**src/rtl/mqg_pkg.sv**
```systemverilog
// shared types, constants and quadrature step tables for the step quadrature generator
// no dependencies; used by every other file of the block
package mqg_pkg;

    localparam int MQG_MAX_CH      = 8;
    localparam int MQG_CHANNELS    = 8;
    localparam int MQG_CYCLE_BITS  = 12;
    localparam int MQG_COUNT_W     = 13;
    localparam int MQG_CFG_W       = 12;
    localparam int MQG_POS_W       = 32;
    localparam int MQG_SEL_W       = 3;
    localparam int MQG_PORT_W      = 8;

    localparam logic [MQG_CFG_W-1:0] MQG_PATH_CYCLES_RST = 12'd400;

    localparam logic MQG_OP_TICK = 1'b0;
    localparam logic MQG_OP_LOAD = 1'b1;

    typedef struct packed {
        logic load;
        logic tick;
    } t_lane_ctl;

    typedef struct packed {
        logic                 step;
        logic [1:0]           code;
        logic [MQG_POS_W-1:0] position;
    } t_lane_out;

    // gray sequence 00,10,11,01 going forward
    function automatic logic [1:0] quad_fwd(input logic [1:0] code);
        logic [1:0] r;
        case (code)
            2'd0:    r = 2'd2;
            2'd1:    r = 2'd0;
            2'd2:    r = 2'd3;
            default: r = 2'd1;
        endcase
        return r;
    endfunction

    function automatic logic [1:0] quad_back(input logic [1:0] code);
        logic [1:0] r;
        case (code)
            2'd0:    r = 2'd1;
            2'd1:    r = 2'd3;
            2'd2:    r = 2'd0;
            default: r = 2'd2;
        endcase
        return r;
    endfunction

endpackage

```
**src/rtl/mqg_lane.sv**
```systemverilog
// one interpolation channel: magnitude, direction, spread accumulator,
// quadrature code and position counter; depends on mqg_pkg
module mqg_lane import mqg_pkg::*; #(
    parameter int CYCLE_BITS = MQG_CYCLE_BITS
) (
    input  logic                          i_clk,
    input  logic                          i_rst_n,
    input  t_lane_ctl                     i_ctl,
    input  logic [CYCLE_BITS-1:0]         i_period,
    input  logic signed [MQG_COUNT_W-1:0] i_count,
    output t_lane_out                     o_lane
);

    localparam int MW = (CYCLE_BITS > MQG_COUNT_W) ? CYCLE_BITS : MQG_COUNT_W;

    logic [CYCLE_BITS-1:0] r_mag, n_mag;
    logic                  r_dir, n_dir;
    logic [CYCLE_BITS-1:0] r_acc, n_acc;
    logic [1:0]            r_code, n_code;
    logic [MQG_POS_W-1:0]  r_pos, n_pos;

    logic                   w_neg;
    logic [MQG_COUNT_W-1:0] w_raw_mag;
    logic [CYCLE_BITS-1:0]  w_mag_c;
    logic                   w_step;

    always_comb begin
        w_neg     = i_count[MQG_COUNT_W-1];
        w_raw_mag = w_neg ? (MQG_COUNT_W'(0) - MQG_COUNT_W'(i_count)) : MQG_COUNT_W'(i_count);
        // clamp to the segment length
        if (MW'(w_raw_mag) > MW'(i_period)) begin
            w_mag_c = i_period;
        end else begin
            w_mag_c = CYCLE_BITS'(w_raw_mag);
        end
        w_step = i_ctl.tick && (r_mag != '0) && (r_acc < r_mag);
    end

    always_comb begin
        n_mag  = r_mag;
        n_dir  = r_dir;
        n_acc  = r_acc;
        n_code = r_code;
        n_pos  = r_pos;
        if (i_ctl.load) begin
            n_mag = w_mag_c;
            n_dir = w_neg && (w_mag_c != '0);
            // (P-1)*n mod P for the first tick
            if ((w_mag_c == '0) || (w_mag_c == i_period)) begin
                n_acc = '0;
            end else begin
                n_acc = i_period - w_mag_c;
            end
        end else if (i_ctl.tick) begin
            if (r_acc >= r_mag) begin
                n_acc = r_acc - r_mag;
            end else begin
                n_acc = r_acc + i_period - r_mag;
            end
            if (w_step) begin
                if (r_dir) begin
                    n_code = quad_back(r_code);
                    n_pos  = r_pos - MQG_POS_W'(1);
                end else begin
                    n_code = quad_fwd(r_code);
                    n_pos  = r_pos + MQG_POS_W'(1);
                end
            end
        end
    end

    always_ff @(posedge i_clk) begin
        if (!i_rst_n) begin
            r_mag  <= '0;
            r_dir  <= 1'b0;
            r_acc  <= '0;
            r_code <= '0;
            r_pos  <= '0;
        end else begin
            r_mag  <= n_mag;
            r_dir  <= n_dir;
            r_acc  <= n_acc;
            r_code <= n_code;
            r_pos  <= n_pos;
        end
    end

    always_comb begin
        o_lane.step     = w_step;
        o_lane.code     = n_code;
        o_lane.position = n_pos;
    end

endmodule

```
**src/rtl/mqg_merge.sv**
```systemverilog
// merging stage: packs lane codes into the two port bytes, builds the step
// mask, selects the reported position and holds the result register; depends on mqg_pkg
module mqg_merge import mqg_pkg::*; #(
    parameter int CHANNELS = MQG_CHANNELS
) (
    input  logic                  i_clk,
    input  logic                  i_rst_n,
    input  logic                  i_load,
    input  logic                  i_take,
    input  t_lane_out             i_lane [MQG_MAX_CH],
    input  logic [MQG_SEL_W-1:0]  i_sel,
    input  logic                  i_done,
    input  logic                  i_active,
    output logic                  o_valid,
    output logic [MQG_PORT_W-1:0] o_motor_port,
    output logic [MQG_PORT_W-1:0] o_image_port,
    output logic [MQG_PORT_W-1:0] o_step_mask,
    output logic                  o_segment_done,
    output logic                  o_active,
    output logic [MQG_POS_W-1:0]  o_position
);

    logic                  r_valid, n_valid;
    logic [MQG_PORT_W-1:0] r_motor, r_image, r_mask;
    logic                  r_done, r_active;
    logic [MQG_POS_W-1:0]  r_pos;

    logic [MQG_PORT_W-1:0] w_motor, w_image, w_mask;
    logic [MQG_POS_W-1:0]  w_pos;

    always_comb begin
        w_motor = '0;
        w_image = '0;
        w_mask  = '0;
        for (int i = 0; i < 4; i++) begin
            w_motor[7-2*i -: 2] = i_lane[i].code;
            w_image[7-2*i -: 2] = i_lane[i+4].code;
        end
        for (int i = 0; i < MQG_MAX_CH; i++) begin
            w_mask[i] = i_lane[i].step;
        end
        if ({1'b0, i_sel} < 4'(CHANNELS)) begin
            w_pos = i_lane[i_sel].position;
        end else begin
            w_pos = '0;
        end
    end

    always_comb begin
        n_valid = r_valid;
        if (i_load) begin
            n_valid = 1'b1;
        end else if (i_take) begin
            n_valid = 1'b0;
        end
    end

    always_ff @(posedge i_clk) begin
        if (!i_rst_n) begin
            r_valid <= 1'b0;
        end else begin
            r_valid <= n_valid;
        end
    end

    always_ff @(posedge i_clk) begin
        if (i_load) begin
            r_motor  <= w_motor;
            r_image  <= w_image;
            r_mask   <= w_mask;
            r_done   <= i_done;
            r_active <= i_active;
            r_pos    <= w_pos;
        end
    end

    assign o_valid        = r_valid;
    assign o_motor_port   = r_motor;
    assign o_image_port   = r_image;
    assign o_step_mask    = r_mask;
    assign o_segment_done = r_done;
    assign o_active       = r_active;
    assign o_position     = r_pos;

endmodule

```
**src/rtl/multi_axis_step_quadrature_generator_top.sv**
```systemverilog
// top level of the step quadrature generator: handshake, period register,
// segment cycle counter, channel lanes and merge stage; depends on mqg_pkg, mqg_lane, mqg_merge
//
// channel   | direction | handshake         | payload
// request   | in        | i_valid / o_stall | i_opcode, i_count_0..7, i_report_channel
// result    | out       | o_valid / i_stall | o_motor_port, o_image_port, o_step_mask,
//           |           |                   | o_segment_done, o_active, o_position
// config    | in        | i_cfg_valid /     | i_cfg_data (path_cycles)
//           |           | o_cfg_ready       |
//
// one request per cycle while o_stall is low; every lane does one accumulator add and compare per tick,
// and the result shows up in the output register in the cycle after acceptance.
// synchronous active-low reset clears all channel state and the result valid flag,
// and sets path_cycles to 400.
// o_stall is high only while a result is held and i_stall is high; a new request
// is taken in the same cycle that the held result is taken.
module multi_axis_step_quadrature_generator_top import mqg_pkg::*; #(
    parameter int CHANNELS   = MQG_CHANNELS,
    parameter int CYCLE_BITS = MQG_CYCLE_BITS
) (
    input  logic                          i_clk,
    input  logic                          i_rst_n,
    input  logic                          i_valid,
    output logic                          o_stall,
    input  logic                          i_opcode,
    input  logic signed [MQG_COUNT_W-1:0] i_count_0,
    input  logic signed [MQG_COUNT_W-1:0] i_count_1,
    input  logic signed [MQG_COUNT_W-1:0] i_count_2,
    input  logic signed [MQG_COUNT_W-1:0] i_count_3,
    input  logic signed [MQG_COUNT_W-1:0] i_count_4,
    input  logic signed [MQG_COUNT_W-1:0] i_count_5,
    input  logic signed [MQG_COUNT_W-1:0] i_count_6,
    input  logic signed [MQG_COUNT_W-1:0] i_count_7,
    input  logic [MQG_SEL_W-1:0]          i_report_channel,
    output logic                          o_valid,
    input  logic                          i_stall,
    output logic [MQG_PORT_W-1:0]         o_motor_port,
    output logic [MQG_PORT_W-1:0]         o_image_port,
    output logic [MQG_PORT_W-1:0]         o_step_mask,
    output logic                          o_segment_done,
    output logic                          o_active,
    output logic signed [MQG_POS_W-1:0]   o_position,
    input  logic                          i_cfg_valid,
    output logic                          o_cfg_ready,
    input  logic [MQG_CFG_W-1:0]          i_cfg_data
);

    logic [MQG_CFG_W-1:0]  r_path_cycles;
    logic [CYCLE_BITS-1:0] r_cycle, n_cycle;
    logic                  r_seg_active, n_seg_active;

    logic                  w_accept;
    logic                  w_take;
    logic [CYCLE_BITS-1:0] w_period_raw;
    logic [CYCLE_BITS-1:0] w_period;
    logic [CYCLE_BITS-1:0] w_cyc_inc;
    logic                  w_done;
    t_lane_ctl             w_ctl;
    logic signed [MQG_COUNT_W-1:0] w_count [MQG_MAX_CH];
    t_lane_out             w_lane [MQG_MAX_CH];
    logic [MQG_POS_W-1:0]  w_position;

    assign o_stall     = o_valid && i_stall;
    assign w_accept    = i_valid && !o_stall;
    assign w_take      = o_valid && !i_stall;
    assign o_cfg_ready = 1'b1;

    always_ff @(posedge i_clk) begin
        if (!i_rst_n) begin
            r_path_cycles <= MQG_PATH_CYCLES_RST;
        end else if (i_cfg_valid && o_cfg_ready) begin
            r_path_cycles <= i_cfg_data;
        end
    end

    // period of zero acts as one
    always_comb begin
        w_period_raw = CYCLE_BITS'(r_path_cycles);
        w_period     = (w_period_raw == '0) ? CYCLE_BITS'(1) : w_period_raw;
    end

    always_comb begin
        w_cyc_inc    = r_cycle + CYCLE_BITS'(1);
        w_ctl.load   = w_accept && (i_opcode == MQG_OP_LOAD);
        w_ctl.tick   = w_accept && (i_opcode == MQG_OP_TICK) && r_seg_active;
        w_done       = w_ctl.tick && ((w_cyc_inc >= w_period) || (w_cyc_inc == '0));
        n_cycle      = r_cycle;
        n_seg_active = r_seg_active;
        if (w_ctl.load) begin
            n_cycle      = '0;
            n_seg_active = 1'b1;
        end else if (w_ctl.tick) begin
            n_cycle = w_cyc_inc;
            if (w_done) begin
                n_seg_active = 1'b0;
            end
        end
    end

    always_ff @(posedge i_clk) begin
        if (!i_rst_n) begin
            r_cycle      <= '0;
            r_seg_active <= 1'b0;
        end else begin
            r_cycle      <= n_cycle;
            r_seg_active <= n_seg_active;
        end
    end

    always_comb begin
        w_count[0] = i_count_0;
        w_count[1] = i_count_1;
        w_count[2] = i_count_2;
        w_count[3] = i_count_3;
        w_count[4] = i_count_4;
        w_count[5] = i_count_5;
        w_count[6] = i_count_6;
        w_count[7] = i_count_7;
    end

    for (genvar g = 0; g < MQG_MAX_CH; g++) begin : g_lane
        if (g < CHANNELS) begin : g_on
            mqg_lane #(
                .CYCLE_BITS (CYCLE_BITS)
            ) u_lane (
                .i_clk    (i_clk),
                .i_rst_n  (i_rst_n),
                .i_ctl    (w_ctl),
                .i_period (w_period),
                .i_count  (w_count[g]),
                .o_lane   (w_lane[g])
            );
        end else begin : g_off
            assign w_lane[g] = '0;
        end
    end

    mqg_merge #(
        .CHANNELS (CHANNELS)
    ) u_merge (
        .i_clk          (i_clk),
        .i_rst_n        (i_rst_n),
        .i_load         (w_accept),
        .i_take         (w_take),
        .i_lane         (w_lane),
        .i_sel          (i_report_channel),
        .i_done         (w_done),
        .i_active       (n_seg_active),
        .o_valid        (o_valid),
        .o_motor_port   (o_motor_port),
        .o_image_port   (o_image_port),
        .o_step_mask    (o_step_mask),
        .o_segment_done (o_segment_done),
        .o_active       (o_active),
        .o_position     (w_position)
    );

    assign o_position = $signed(w_position);

endmodule

```
**config.mk**
```make
export PLATFORM = sky130hd
export DESIGN_NAME = multi_axis_step_quadrature_generator_top
export DESIGN_NICKNAME = d
export VERILOG_FILES = /design/src/rtl/mqg_pkg.sv /design/src/rtl/mqg_lane.sv /design/src/rtl/mqg_merge.sv /design/src/rtl/multi_axis_step_quadrature_generator_top.sv
export SDC_FILE = /design/constraint.sdc
export NUM_CORES = 2
export LEC_CHECK = 0
export ABC_AREA = 1
export BUFFER_PORTS_ARGS = -buffer_cell sky130_fd_sc_hd__buf_2
export CAP_MARGIN = 20
export CORE_AREA = 2 2 531 533
export DETAILED_ROUTE_END_ITERATION = 8
export DIE_AREA = 0 0 533 535
export SLEW_MARGIN = 5
export SYNTH_ARGS = -nofsm -noshare
export SYNTH_HDL_FRONTEND = slang
export SYNTH_HIERARCHICAL = 1
export SYNTH_SLANG_ARGS = --single-unit
```
**constraint.sdc**
```tcl
create_clock -name i_clk -period 5.6 [get_ports i_clk]
set_input_delay 0.28 -clock i_clk [delete_from_list [all_inputs] [get_ports i_clk]]
set_output_delay 0.28 -clock i_clk [all_outputs]
set_load 0.01 [all_outputs]
```
# Word level (Yosys, flattened, before mapping)
# Index checks and enable logic that the tools add are counted.
[classes]
order_cmp = 26
n_bitwise = 3
n_addsub = 57
n_eq_ne = 24
n_reduce_logical = 79
muxes = 137
[op_table]
columns = ["operator", "count"]
rows = [
  ["$mux 32", 34],
  ["$mux 12", 41],
  ["$sub 12x12->12", 24],
  ["$add 32x1->32 const B", 8],
  ["$sub 32x1->32 const B", 8],
  ["$reduce_bool 12->1", 16],
  ["$logic_not 12->1", 10],
  ["$ge 12x12->1", 9],
  ["$bmux 35 s3", 1],
  ["$gt 13x12->1", 8],
  ["$mux 13", 8],
  ["$sub 1x13->13 const A", 8],
  ["$add 12x12->12", 8],
  ["$eq 12x12->1", 8],
  ["$lt 12x12->1", 8],
  ["$pmux 2 s3", 16],
  ["$mux 2", 32],
  ["$logic_and 1x1->1", 31],
  ["$eq 2x1->1 const B", 8],
  ["$eq 2x2->1 const B", 8],
  ["$logic_not 2->1", 8],
  ["$add 12x1->12 const B", 1],
  ["$logic_or 1x1->1", 9],
  ["$mux 1", 5],
  ["other kinds (6)", 9],
]
[totals]
regBits = 556
out_inout_bits = 61
elab_cells = 376

# Depth between registers and ports, before layout
[depth]
depth_word = 13
depth_mapped = 31
depth_no_buf = 30

# Cells and area by module
# The synthesis kept the hierarchy.
[by_module_without_submodules]
columns = ["module", "instances", "cells_per_inst", "area_per_inst_um2"]
rows = [
  ["mqg_lane (g_lane[2].g_on.u_lane ...)", 2, 1140, 7171.9],
  ["mqg_lane (g_lane[5].g_on.u_lane)", 1, 1133, 7280.7],
  ["mqg_lane (g_lane[4].g_on.u_lane)", 1, 1135, 7191.9],
  ["mqg_lane (g_lane[1].g_on.u_lane)", 1, 1122, 7159.4],
  ["mqg_lane (g_lane[0].g_on.u_lane)", 1, 1138, 7103.1],
  ["mqg_lane (g_lane[6].g_on.u_lane)", 1, 1117, 7045.5],
  ["mqg_lane (g_lane[7].g_on.u_lane)", 1, 1139, 7000.5],
  ["mqg_merge", 1, 913, 5257.5],
  ["multi_axis_step_quadrature_generator_top", 1, 251, 1637.8],
]

# Worst setup path after synthesis
# No wires, ideal clock.
[synth_timing]
kind = "register -> register"
startpoint = "reg r_path_cycles[6]"
endpoint = "reg g_lane[5].g_on.u_lane.r_acc[3]"
slack_ns = 0.392
setup_time_ns = 0.131
required_time_ns = 5.469
period_less_slack_ns = 5.208
n_path_buf = 2
t_arrival_ns = 5.077
stages_incl_launch_ff = 23
path_cell_list = "dfxtp_1 > inv_1 > nand4_1 > o41ai_1 > ha_1 > nand2_1 > nor2_1 > nand3_4 > nand2_4 > buf_6 > nor2_1 > a21oi_2 > ha_1 > nand2_1 > nor2_1 > nand2_1 > nor2_1 > nand4_1 > nor2_2 > nor2_4 > buf_6 > nand2_1 > a31oi_1"
[synth_via]
elab_chain_cells = 8
elab_cells_between_ends = 14
cone_classes = "add/sub: 3; order compare: 1; eq/ne: 1; mux: 6; reduce/logical: 3"
[synth_rtl]
columns = ["item", "line", "rtl"]
rows = [
  ["start: declaration", "multi_axis_step_quadrature_generator_top.sv:48", "logic [MQG_CFG_W-1:0] r_path_cycles;"],
  ["start signal: assignment", "multi_axis_step_quadrature_generator_top.sv:72", "r_path_cycles <= i_cfg_data;"],
  ["$logic_not 12->1 *", "multi_axis_step_quadrature_generator_top.sv:79", "w_period = (w_period_raw == '0) ? CYCLE_BITS'(1) : w_period_raw;"],
  ["$mux 12 *", "multi_axis_step_quadrature_generator_top.sv:79", ""],
  ["net w_period[0]", "multi_axis_step_quadrature_generator_top.sv:55", "logic [CYCLE_BITS-1:0] w_period;"],
  ["parallel branches: the longest is 5 deep, another holds $add 12x12->12", "-", ""],
  ["$mux 12 *", "mqg_lane.sv:45", "if (i_ctl.load) begin"],
  ["end signal: assignment", "mqg_lane.sv:82", "r_acc <= n_acc;"],
  ["end: declaration", "mqg_lane.sv:18", "logic [CYCLE_BITS-1:0] r_acc, n_acc;"],
]
# Mark *: on every way through the listed nets, which the timed path passes. The select of a mux whose other input is x is not followed.
# A chain may end at the register's enable or synchronous reset.

# Worst setup path after layout
[layout_timing]
startpoint = "reg r_path_cycles[2]"
endpoint = "reg g_lane[0].g_on.u_lane.r_acc[1]"
[layout_via]
elab_chain_cells = 8
elab_cells_between_ends = 14
cone_classes = "add/sub: 3; order compare: 1; eq/ne: 1; mux: 6; reduce/logical: 3"
[layout_rtl]
columns = ["item", "line"]
rows = [
  ["$logic_not 12->1 *", "multi_axis_step_quadrature_generator_top.sv:79"],
  ["$mux 12 *", "multi_axis_step_quadrature_generator_top.sv:79"],
  ["net w_period[0]", "multi_axis_step_quadrature_generator_top.sv:55"],
  ["parallel branches: the longest is 5 deep, another holds $add 12x12->12", "-"],
  ["$mux 12 *", "mqg_lane.sv:45"],
  ["end signal: assignment", "mqg_lane.sv:82"],
  ["end: declaration", "mqg_lane.sv:18"],
]
# Marked as above.

==> impl_metrics.env <==
export IMPL_status="finished, final reports clean"
export IMPL_synth_area_leader_cell="dfxtp_1"
export IMPL_htreeDepth=3
export IMPL_swShare=0.4259
export IMPL_cts_sinks=556
export IMPL_syn_area_um2=64020
export IMPL_cts_reportedPaths_clkPinSlew_ps=60
export IMPL_die_w_um=533
export IMPL_insertion_delay_ps=700
export IMPL_power_density_nw_per_um2=239.6
export IMPL_crit_chain="inv_1 -> nand2_1 -> o41ai_2 -> buf_4 -> ha_1 -> and3_1 -> nand4_1 -> nand2_1 -> a21oi_1 -> ha_1 -> inv_1 -> nor3_1 -> nand4_1 -> nor2_1 -> nor2_2 -> nand2_1 -> a21oi_1"
export IMPL_max_stage_delay_ps=500
export IMPL_critPathLaunch="r_path_cycles[2]"
export IMPL_reg2reg_depth=17
export IMPL_setup_violations=0
export IMPL_ys_ff_latch=556
export IMPL_std_cell_rows=194
export IMPL_cap_violations=0
export IMPL_synthTopCellsByArea="dfxtp_1, nand2_1, inv_1"
export IMPL_synth_ff_type="dfxtp_1"
export IMPL_pwr_share_clk=0.296
export IMPL_critPathKind="reg2reg"
export IMPL_grt_usage=0.1468
export IMPL_fin_crit_ps=4547
export IMPL_drt_total_wl_um=215300
export IMPL_power_frac_comb=0.444
export IMPL_regToRegSetupSlack_ps=1050
export IMPL_synth_distinct_cells=72
export IMPL_crit_path_end_kind="flop"
export IMPL_cts_tree="done"
export IMPL_yosys_warnings=6
export IMPL_power_internal_mw=9.838
export IMPL_cts_buffers=74
export IMPL_fin_crit_sh=0.8120
export IMPL_cts_buffer_depth=3
export IMPL_r2r_end="g_lane[0].g_on.u_lane/r_acc[1]"
export IMPL_dieArea_um2=285200
export IMPL_drive_above_1_share=0.07968
export IMPL_synth_fp_nets=11040
export IMPL_finalHoldWorstSlack_ps=46.59
export IMPL_core_um2=278900
export IMPL_initial_core_util=0.2295
export IMPL_cp_data_required_time_ps=6220
export IMPL_worst_pin_slew_ps=942.3
export IMPL_min_path_cells=3
export IMPL_drt_iter0_markers=4682
export IMPL_synth_top_area_share=0.1557
export IMPL_crit_path_max_fanout=21
export IMPL_drt_pass1_iter_count=6
export IMPL_slew_viol_final=0
export IMPL_antenna_left=0
export IMPL_crit_arrival_ps=5170
export IMPL_ir_worst_vdd_mv=0.2519
export IMPL_relSlewSlack=0.3718
export IMPL_worst_setup_path_start_kind="flop"
export IMPL_post_drt_wl_per_cell_um=15.26
export IMPL_seq_area_frac_synth=0.1829
export IMPL_async_flop_share=0
export IMPL_hold_class="in2reg"
export IMPL_seqPwrFrac=0.260
export IMPL_port_buffers=184
export IMPL_overflow=0
export IMPL_syn_inst=10230
export IMPL_die_y_um=535
export IMPL_dp_hpwl_um=170200
export IMPL_post_cts_resized=0
export IMPL_tns_ps=0
export IMPL_grt_pass1_vias=60050
export IMPL_syn_mean_instance_area_um2=6.259
export IMPL_fin_util=0.2564
export IMPL_syn_to_final_growth_pct=11.71
export IMPL_fin_skew_ps=34.34
export IMPL_grt_max_degree=82
export IMPL_vias=64340
export IMPL_grt_pass1_wl_um=338000
export IMPL_rr_startpoint="r_path_cycles[2]"
export IMPL_p_sw_mw=7.298
export IMPL_leakage_nw=36.10
export IMPL_viasPerCell=4.561
export IMPL_antenna_found_initial=39
export IMPL_max_freq_ghz=0.2199
export IMPL_endpoint="g_lane[0].g_on.u_lane/r_acc[1]"
export IMPL_routabilityCongestion=0.9342
export IMPL_drc=0
export IMPL_rsz0062_at_grt="false"
export IMPL_root_buffer="clkbuf_16"
export IMPL_final_hold_viol_count=0
export IMPL_fin_nets=11120
export IMPL_synth_edf_count=58
export IMPL_pin_count=186
export IMPL_crit_path_frequent_cell="nand2_1"
export IMPL_slowest_stage="dfxtp_2"
-- cells in the final DEF (no fill, tap or decap), types with 18 or more instances in the layout --
cell type	instances
xor2_1	233
o21ai_0	666
o21a_1	28
clkbuf_16	81
nor2_4	29
nand2_2	55
nor2_1	724
a31oi_1	62
a21oi_1	781
a21o_1	57
buf_2	182
dfxtp_1	488
o211ai_1	95
nand2_1	2257
buf_4	65
edfxtp_1	58
nand3b_1	46
a221oi_1	18
ha_1	581
a211oi_1	72
or2_2	148
nand4_1	104
nor4_1	44
nand3_2	67
inv_1	1952
xnor2_1	142
o21bai_1	42
nand3_1	686
fa_1	104
a21oi_2	30
clkbuf_1	18
inv_2	26
nor2_2	44
nor3_1	76
dlygate4sd3_1	19
o21ai_1	86
-- cell type report --
class                   instances  area [µm²]
repair buffers                272        1708
inverters                    1993        7491
well taps                    3724        4659
diodes                         16       40.04
flip-flops and latches        556       11720
clock buffers                 113        2287
fillers                     31540      207400
multi-input cells            7412       43370
clock inverters                21       239.0
-- worst min-delay path by stage --
| stage | start | end | slack (ps) |
|---|---|---|---|
| after floorplan | i_cfg_valid | r_path_cycles[7] | 380 |
| after global placement | g_lane[2].g_on.u_lane/r_dir | g_lane[2].g_on.u_lane/r_dir | 460 |
| after detailed placement | g_lane[2].g_on.u_lane/r_dir | g_lane[2].g_on.u_lane/r_dir | 460 |
| after CTS | i_opcode | r_seg_active | 0.5 |
| after global routing | i_opcode | r_seg_active | 30 |
| final | i_opcode | r_seg_active | 50 |
-- repair_timing --
action                                 4_1_cts  5_1_grt
endpoints found under the hold margin       13        0
buffers inserted                             0        0
hold buffers                                19        0
-- worst max-delay path, delay by kind of cell (launching register included) --
family | cells | cell delay, ps
adder cells (fa/ha/maj) | 2 | 630
AO/OA/AOI/OAI | 3 | 1110
AND/OR/NAND/NOR | 9 | 1480
flip-flops | 1 | 500
buffers and inverters | 3 | 730
-- layer usage --
metal  GRT usage  share of wire  vias up
li1            -              -    33240
met5           0        0.00043        -
met1      0.2084           0.49    29290
met4     0.03564          0.024       14
met3     0.02443          0.063      236
met2      0.2290           0.43     1557
-- cells by family (layout without fill, tap and decap cells) --
family | Yosys count | in the layout | share of synthesized area
xor gates and xnor gates | 375 | 375 | 0.05130
other | 1 | 17 | 0.00005858
DFF | 556 | 556 | 0.1829
and+or+nand+nor | 4327 | 4327 | 0.3006
AOI/OAI and AO/OA | 2024 | 2024 | 0.1789
buffers and inverters | 2260 | 2399 | 0.1401
adders and majority gates | 685 | 685 | 0.1461
-- cell usage after synthesis, drive strengths merged, types with 2 or more instances --
| library cell | instances |
|---|---|
| o2111ai | 9 |
| o221ai | 13 |
| nand3b | 47 |
| o221a | 4 |
| xor2 | 233 |
| dfxtp | 498 |
| a21boi | 18 |
| and3 | 5 |
| edfxtp | 58 |
| o31ai | 10 |
| nor4 | 44 |
| o21ai | 761 |
| a21oi | 813 |
| nor3 | 79 |
| nand3 | 757 |
| clkbuf | 123 |
| nand2b | 2 |
| o211ai | 96 |
| nand4 | 106 |
| inv | 1981 |
| a31oi | 63 |
| a311oi | 2 |
| nand2 | 2319 |
| nor3b | 4 |
| or2 | 157 |
| fa | 104 |
| or3 | 2 |
| nor2 | 799 |
| o21a | 28 |
| xnor2 | 142 |
| a211oi | 72 |
| and2 | 6 |
| a221oi | 18 |
| o22ai | 6 |
| a31o | 6 |
| clkinv | 12 |
| ha | 581 |
| o21bai | 42 |
| buf | 144 |
| o311ai | 2 |
| a21o | 57 |
-- flip-flops by register name, indices dropped and copies added, names as in the netlist, 8 cells and up --
name	cells
r_cycle	12
g_lane.g_on.u_lane/r_dir	8
r_path_cycles	12
g_lane.g_on.u_lane/r_pos	256
u_merge/o_step_mask	8
g_lane.g_on.u_lane/r_acc	96
g_lane.g_on.u_lane/r_code	16
u_merge/o_image_port	8
u_merge/o_motor_port	8
g_lane.g_on.u_lane/r_mag	96
u_merge/o_position	32
-- through the flow --
step	std cells	area, µm²	total power [mW]	setup WS [ps]
4_1_cts	14090	71480	17.25	1135
5_1_grt	14100	71500	18.49	663.9
2_1_floorplan	10230	64020	10.22	392.3
3_5_place_dp	13940	68760	12.03	1081
3_3_place_gp	13940	68730	12.05	1101
6_report	14110	71520	17.14	1053
-- power groups by stage --
stage / combinational (mW) / clock (mW) / sequential [mW]
final: 7.60 / 5.08 / 4.45
after global routing: 8.64 / 5.38 / 4.48
after CTS: 7.55 / 5.24 / 4.45
after detailed placement: 7.50 / 0 / 4.54
after global placement: 7.52 / 0 / 4.54
after floorplan: 5.74 / 0 / 4.48
Power figures use the tool's default switching activity.
